`config.mk`:
```
export PLATFORM = sky130hd
export DESIGN_NAME = pict_front
export DESIGN_NICKNAME = d
export VERILOG_FILES = /design/src/pict_pkg.sv /design/src/pict_front.sv
export SDC_FILE = /design/constraint.sdc
export NUM_CORES = 1
export LEC_CHECK = 0
export ABC_AREA = 1
export BUFFER_PORTS_ARGS = -buffer_cell sky130_fd_sc_hd__buf_2
export CAP_MARGIN = 20
export CORE_MARGIN = 2
export CORE_UTILIZATION = 55
export CTS_CLUSTER_SIZE = 24
export DETAILED_ROUTE_END_ITERATION = 10
export PLACE_DENSITY = 0.9
export SYNTH_ARGS = -nofsm -noshare
export SYNTH_HDL_FRONTEND = slang
export SYNTH_SLANG_ARGS = --single-unit
```
`constraint.sdc`:
```
create_clock -name clk_i -period 16.38 [get_ports clk_i]
set_input_delay 0.819 -clock clk_i [delete_from_list [all_inputs] [get_ports clk_i]]
set_output_delay 0.819 -clock clk_i [all_outputs]
set_load 0.1 [all_outputs]
```
`src/pict_pkg.sv`:
```
// shared types, constants and step table for the periodic image counter tracker
package pict_pkg;

  localparam int ATOM_W     = 12;
  localparam int ATOMS      = 4096;
  localparam int POS_W      = 32;
  localparam int DIFF_W     = POS_W + 1;
  localparam int CNT_W      = 32;
  localparam int BOX_W      = 31;
  localparam int TOL_W      = 16;
  localparam int CFG_IDX_W  = 3;
  localparam int CFG_DATA_W = 32;
  localparam int ACC_W      = 66;
  localparam int DVD_W      = 64;

  localparam logic [CFG_IDX_W-1:0] CFG_BOX_XX = 3'd0;
  localparam logic [CFG_IDX_W-1:0] CFG_BOX_YX = 3'd1;
  localparam logic [CFG_IDX_W-1:0] CFG_BOX_YY = 3'd2;
  localparam logic [CFG_IDX_W-1:0] CFG_BOX_ZX = 3'd3;
  localparam logic [CFG_IDX_W-1:0] CFG_BOX_ZY = 3'd4;
  localparam logic [CFG_IDX_W-1:0] CFG_BOX_ZZ = 3'd5;
  localparam logic [CFG_IDX_W-1:0] CFG_TOL    = 3'd6;

  localparam logic [1:0] CMD_SET = 2'd0;
  localparam logic [1:0] CMD_ADD = 2'd1;

  localparam logic [1:0] STATUS_OK    = 2'd0;
  localparam logic [1:0] STATUS_NOLAT = 2'd1;
  localparam logic [1:0] STATUS_OVF   = 2'd2;

  typedef enum logic [1:0] {KIND_SET, KIND_ADD, KIND_READ} kind_e;

  typedef struct packed {
    kind_e                    kind;
    logic [ATOM_W-1:0]        atom;
    logic signed [POS_W-1:0]  ref_x;
    logic signed [POS_W-1:0]  ref_y;
    logic signed [POS_W-1:0]  ref_z;
    logic signed [POS_W-1:0]  cur_x;
    logic signed [POS_W-1:0]  cur_y;
    logic signed [POS_W-1:0]  cur_z;
    logic signed [DIFF_W-1:0] dx;
    logic signed [DIFF_W-1:0] dy;
    logic signed [DIFF_W-1:0] dz;
  } item_t;

  typedef struct packed {
    logic  valid;
    item_t item;
  } head_t;

  typedef enum logic [1:0] {OP_DIV, OP_MAC, OP_CMP} op_kind_e;
  typedef enum logic [2:0] {BOX_XX, BOX_YX, BOX_YY, BOX_ZX, BOX_ZY, BOX_ZZ} box_e;
  typedef enum logic [3:0] {
    BASE_ACC, BASE_DX, BASE_DY, BASE_DZ, BASE_BX, BASE_BY, BASE_BZ,
    BASE_AX, BASE_AY, BASE_AZ
  } base_e;

  typedef struct packed {
    op_kind_e   kind;
    logic [1:0] lane;
    box_e       box;
    base_e      base;
    logic       sub;
  } uop_t;

  typedef enum logic [2:0] {ST_IDLE, ST_ISSUE, ST_ACC, ST_DIV, ST_DONE} back_state_e;

  localparam logic [3:0] LAST_STEP = 4'd14;

  // solve z, y, x then rebuild and compare each coordinate
  function automatic uop_t step_op(logic [3:0] step);
    uop_t op;
    case (step)
      4'd0:    op = '{OP_DIV, 2'd2, BOX_ZZ, BASE_DZ,  1'b0};
      4'd1:    op = '{OP_MAC, 2'd2, BOX_ZY, BASE_DY,  1'b1};
      4'd2:    op = '{OP_DIV, 2'd1, BOX_YY, BASE_ACC, 1'b0};
      4'd3:    op = '{OP_MAC, 2'd1, BOX_YX, BASE_DX,  1'b1};
      4'd4:    op = '{OP_MAC, 2'd2, BOX_ZX, BASE_ACC, 1'b1};
      4'd5:    op = '{OP_DIV, 2'd0, BOX_XX, BASE_ACC, 1'b0};
      4'd6:    op = '{OP_MAC, 2'd0, BOX_XX, BASE_BX,  1'b0};
      4'd7:    op = '{OP_MAC, 2'd1, BOX_YX, BASE_ACC, 1'b0};
      4'd8:    op = '{OP_MAC, 2'd2, BOX_ZX, BASE_ACC, 1'b0};
      4'd9:    op = '{OP_CMP, 2'd0, BOX_XX, BASE_AX,  1'b0};
      4'd10:   op = '{OP_MAC, 2'd1, BOX_YY, BASE_BY,  1'b0};
      4'd11:   op = '{OP_MAC, 2'd2, BOX_ZY, BASE_ACC, 1'b0};
      4'd12:   op = '{OP_CMP, 2'd0, BOX_XX, BASE_AY,  1'b0};
      4'd13:   op = '{OP_MAC, 2'd2, BOX_ZZ, BASE_BZ,  1'b0};
      default: op = '{OP_CMP, 2'd0, BOX_XX, BASE_AZ,  1'b0};
    endcase
    return op;
  endfunction

endpackage

```
`src/pict_front.sv`:
```
// front part: accepts items, classifies the command, forms differences, two-entry queue
module pict_front (
  input  logic                                clk_i,
  input  logic                                rst_ni,
  input  logic                                in_valid_i,
  output logic                                in_ready_o,
  input  logic [1:0]                          command_i,
  input  logic [pict_pkg::ATOM_W-1:0]         atom_i,
  input  logic signed [pict_pkg::POS_W-1:0]   ref_x_i,
  input  logic signed [pict_pkg::POS_W-1:0]   ref_y_i,
  input  logic signed [pict_pkg::POS_W-1:0]   ref_z_i,
  input  logic signed [pict_pkg::POS_W-1:0]   cur_x_i,
  input  logic signed [pict_pkg::POS_W-1:0]   cur_y_i,
  input  logic signed [pict_pkg::POS_W-1:0]   cur_z_i,
  output pict_pkg::head_t                     head_o,
  input  logic                                pop_i
);

  pict_pkg::item_t entry_q [2];
  pict_pkg::item_t new_item;
  logic            wr_ptr_q, rd_ptr_q;
  logic [1:0]      count_q;
  logic            push;

  always_comb begin
    new_item.atom  = atom_i;
    new_item.ref_x = ref_x_i;
    new_item.ref_y = ref_y_i;
    new_item.ref_z = ref_z_i;
    new_item.cur_x = cur_x_i;
    new_item.cur_y = cur_y_i;
    new_item.cur_z = cur_z_i;
    new_item.dx    = {ref_x_i[pict_pkg::POS_W-1], ref_x_i} - {cur_x_i[pict_pkg::POS_W-1], cur_x_i};
    new_item.dy    = {ref_y_i[pict_pkg::POS_W-1], ref_y_i} - {cur_y_i[pict_pkg::POS_W-1], cur_y_i};
    new_item.dz    = {ref_z_i[pict_pkg::POS_W-1], ref_z_i} - {cur_z_i[pict_pkg::POS_W-1], cur_z_i};
    unique case (command_i)
      pict_pkg::CMD_SET: new_item.kind = pict_pkg::KIND_SET;
      pict_pkg::CMD_ADD: new_item.kind = pict_pkg::KIND_ADD;
      default:           new_item.kind = pict_pkg::KIND_READ;
    endcase
  end

  assign in_ready_o   = (count_q != 2'd2);
  assign push         = in_valid_i && in_ready_o;
  assign head_o.valid = (count_q != 2'd0);
  assign head_o.item  = entry_q[rd_ptr_q];

  always_ff @(posedge clk_i or negedge rst_ni) begin
    if (!rst_ni) begin
      wr_ptr_q <= 1'b0;
      rd_ptr_q <= 1'b0;
      count_q  <= 2'd0;
    end else begin
      if (push) wr_ptr_q <= ~wr_ptr_q;
      if (pop_i) rd_ptr_q <= ~rd_ptr_q;
      count_q <= count_q + {1'b0, push} - {1'b0, pop_i};
    end
  end

  always_ff @(posedge clk_i) begin
    if (push) entry_q[wr_ptr_q] <= new_item;
  end

endmodule

```
* Word-level counts from Yosys, hierarchy flattened
Memories as Yosys holds them, arrays and structs flattened.
Cells that the tools add are included.
** Word-level totals
- Register bits after elaboration :: 4
- Memory bits (writable) :: 610
- Output and inout port bits :: 307
- Logic and storage cells :: 19
- Memories kept :: 1
** Operators by class
- Add/subtract/negate cells :: 5
- Equality and inequality tests :: 2
- Multiplexer cells :: 3
- Bitwise gates (word level) :: 2
- Reductions and logical operators :: 3
** Memory list
- entry_q :: words 2, bits a word 305, read ports 1, clocked after memory_dff 0, wr ports 1, RTL line pict_front.sv:19 : pict_pkg::item_t entry_q [2];
** Operator list (number)
- subtractor 32 x 32 -> 33 bit :: 3
- one-hot mux 2 bit (2 select lines) :: 1
- adder 2 x 1 -> 2 bit :: 1
- == test 2 x 1 -> 1 bit, second input constant :: 1
- zero test 2 bit :: 1
- 2-to-1 mux 1 bit :: 2
- != test 2 bit, second input constant :: 1
- inverter 1 bit :: 2
- nonzero test 2 bit :: 1
- subtractor 2 x 1 -> 2 bit :: 1
- logical AND 1 bit :: 1

* Longest topological paths before layout
- Depth in word-level cells :: 4
- Mapped depth :: 14

* Least setup slack after synthesis
Ideal clock, no wire load.
- Kind :: register to register
- From :: reg count_q[1]
- To :: mem entry_q[1][0] in the netlist's numbering (enable)
- Arrival time :: 13998 ps
- Data required time :: 15399 ps
- Path slack :: 1402 ps
- Stages on the path, launching flop included :: 4
- Buffers on the path :: 0
- Period minus slack after synthesis :: 14978 ps
- Path through :: dfrtp_1 -> nand2_1 -> nand2_1 -> nor2_1
** Between the ends
- Longest elaborated chain between the ends :: 4
** Ends and longest elaborated chain
- start, declared :: RTL line pict_front.sv:22 : logic [1:0] count_q;
- start signal, assigned :: RTL line pict_front.sv:56 : count_q <= count_q + {1'b0, push} - {1'b0, pop_i};
- != test 2 bit :: RTL line pict_front.sv:43 : assign in_ready_o = (count_q != 2'd2);
- net in_ready_o :: RTL line pict_front.sv:6 : output logic in_ready_o,
- logical AND 1 bit :: RTL line pict_front.sv:44 : assign push = in_valid_i && in_ready_o;
- 2-to-1 mux 1 bit :: RTL line pict_front.sv:61 : if (push) entry_q[wr_ptr_q] <= new_item;
- 2-to-1 mux 1 bit (not written as such) :: RTL line pict_front.sv:61
- end, declared :: RTL line pict_front.sv:19
The timed path passes the listed nets, and every way through them passes these cells.

==> metrics <==
outcome=finished clean; Adder-Cell Fraction of Synth Area=4.30%; initial core utilization=between 50 and 60%; Synth cell types=26; Place WS=around 13 ns; final setup fails=0; first-pass GRT wire length=around 110 mm; Layout Skew=about 0.014 ns; post-layout min period=between 4 and 5 ns; CP required=approximately 16 ns; clock sinks=614; drt first pass iters=5; WL final=75.3 mm; CTS tree=yes; xor/xnor share of the synthesized area=1.40%; I/O pin count=517; CTS Root Cell=clkbuf_16; Max Fclk=about 230 MHz; Post-Syn Nets=slightly below 3,000; number of global-route vias before repair=between 20,000 and 25,000; clock slew at reported path FFs=0.06 ns; core area=53,800 um^2; crit start category=flop; RePlAce Congestion=between 0.9 and 1; register area share after synthesis=between 60% and 70%; Port-buffer cells=between 500 and 600; worst r2r path cells=5; Clk Latency, worst-skew pair=between 0.6 and 0.7 ns; RSZ-0062 raised after global routing=false; DRT iter0 DRCs=1,780; largest driver fanout on the critical path=170; R2R Setup Slk=between 10 and 15 ns; initial antenna violation count=9; antenna-violating nets left=0; beginning of the worst hold path=atom_i[6]; FF+latch count, synth=~610; die area=56,300 um^2; postcts setup bufs=0; period utilization=between 20% and 30%; Critical Path End Type=output port; DR WL/cell=between 15 and 20 um; Slew HR=between 10% and 20%; layout cells sized above 1=between 20% and 30%; reg2reg start=count_q[1]; Die Height=~240 um; worst-margin pin slew=1.31 ns; Mapped Avg Cell Area=11.3 um^2; hold depth=1; Hold-fix buffers, CTS=1; Compound-Gate Fraction of Synth Area=around 1.2%; synthesized area=29,900 um^2; H-tree Lvls=2; Worst Path Arrival=roughly 3.5 ns; post-cts repair resize count=0; clk buf depth=3; cell taking the most area after synthesis=edfxtp_1; final hold violations=0; vias=20,800; width of the die=roughly 240 um; largest net degree at the start of global routing=175; Gate Count Post-Synth=approximately 2,600; # nets final=approximately 3,500; Warnings, synthesis=0; Max-cap violations=0; synth top area cells=edfxtp_1 (61%), mux2_2 (11%), nand2_1 (9.3%), inv_1 (6.0%), ha_1 (4.1%); hpwl dp=approximately 55 mm; via-per-instance ratio=~5.3; total CTS buffers=60; largest family of logic cells by synthesized area=simple AND/OR/NAND/NOR gates; CP Class=reg2out; HP Class=in2reg; mux cell area share after synthesis=between 10 and 15%; post-synthesis simple-gate area fraction=a little over an eighth; Hold Path End=entry_q[0][297]; Critical R2R Capture=entry_q[1][25]; total negative setup slack=0 ns; Final WS setup=approximately 12 ns; P&R area growth vs syn=17.9%; Final Max Slew Viols=0; Row Count=between 80 and 90; top-area cell type share of the netlist area=61.2%; global route overflow=0; DR DRC count=0; GRT Overall Usage=a little over a quarter
## synthesized netlist by cell type
library cell and count:
buf_6 4, edfxtp_1 610, nand3_2 4, xor2_1 40, a21oi_2 2, dfrtp_1 4, xnor2_1 8, nand2_1 740
o21bai_1 3, mux2_2 305, buf_2 10, nand3_1 66, a21o_1 3, buf_4 22, and2_1 6, nor3_1 6
clkbuf_1 1, or2_1 3, fa_1 3, ha_1 98, a21oi_1 61, nor2_1 128, or2_2 1, inv_1 479
nand2_2 25, nand4_1 12
## layer usage
metal	global-route usage (%)	share of wire, %	vias to the layer above
li1	-	-	9881
met1	32.2	38	9778
met2	44.9	49	979
met3	4.89	8.1	209
met4	12.5	4.6	2
met5	0	0.0093	-
## cells in the final DEF (no fill, tap or decap), types with 10 or more instances in the layout
| master | count |
|---|---|
| xor2_1 | 40 |
| clkbuf_16 | 61 |
| nor2_1 | 126 |
| nand4_1 | 12 |
| nand2_2 | 25 |
| clkinv_2 | 20 |
| edfxtp_1 | 610 |
| inv_1 | 479 |
| a21oi_1 | 61 |
| buf_2 | 516 |
| mux2_2 | 305 |
| ha_1 | 98 |
| nand3_1 | 66 |
| diode_2 | 10 |
| nand2_1 | 740 |
## cell type report
type	instances	area (um^2)
diodes	10	25.0
clock buffers	67	1550
clock inverters	47	468
fillers	3853	18500
inverters	479	1800
multi-input cells	1514	9480
flip-flops and latches	614	18400
well taps	696	871
repair buffers	525	2690
## worst max path at each step
stage / start / endpoint / slack, ns / cells past startpoint
CTS: rd_ptr_q / head_o[47] / 12.19 / 3
floorplan: count_q[1] / entry_q[1][0] / 1.40 / 3
finish: rd_ptr_q / head_o[139] / 12.06 / 3
global route: rd_ptr_q / head_o[139] / 12.00 / 3
detailed placement: rd_ptr_q / head_o[42] / 12.88 / 3
global placement: rd_ptr_q / head_o[42] / 12.86 / 3
## sequential cells by signal (all words and copies together), names as in the netlist
| name | count |
|---|---|
| entry_q | 610 |
| wr_ptr_q | 1 |
| count_q | 2 |
| rd_ptr_q | 1 |
## per-stage QoR
stage                     instances  area (um^2)  utilization [%]  hold slack [ns]
after detailed placement       3827        33200             61.8            0.549
after global routing           3949        35300             65.6            0.359
after global placement         3827        33200             61.8            0.510
after floorplan                2644        29900                -            0.485
final                          3952        35300             65.6            0.396
after CTS                      3942        35300             65.5            0.354
## critical path, stage by stage, from the launching register on
cell	delay [ns]
dfrtp_4	1.02
buf_12	0.52
mux2_2	0.39
buf_2	0.44
## logic make-up after synthesis
kind of cell	count (synthesis)
buffers and inverters	516
and+or+nand+nor	991
muxes	305
xor gates and xnor gates	48
adders and majority gates	101
DFF	614
AOI/OAI and AO/OA	69
Power is not shown: default switching activity piles up to over one toggle a cycle in this logic, so the estimate is an artifact.
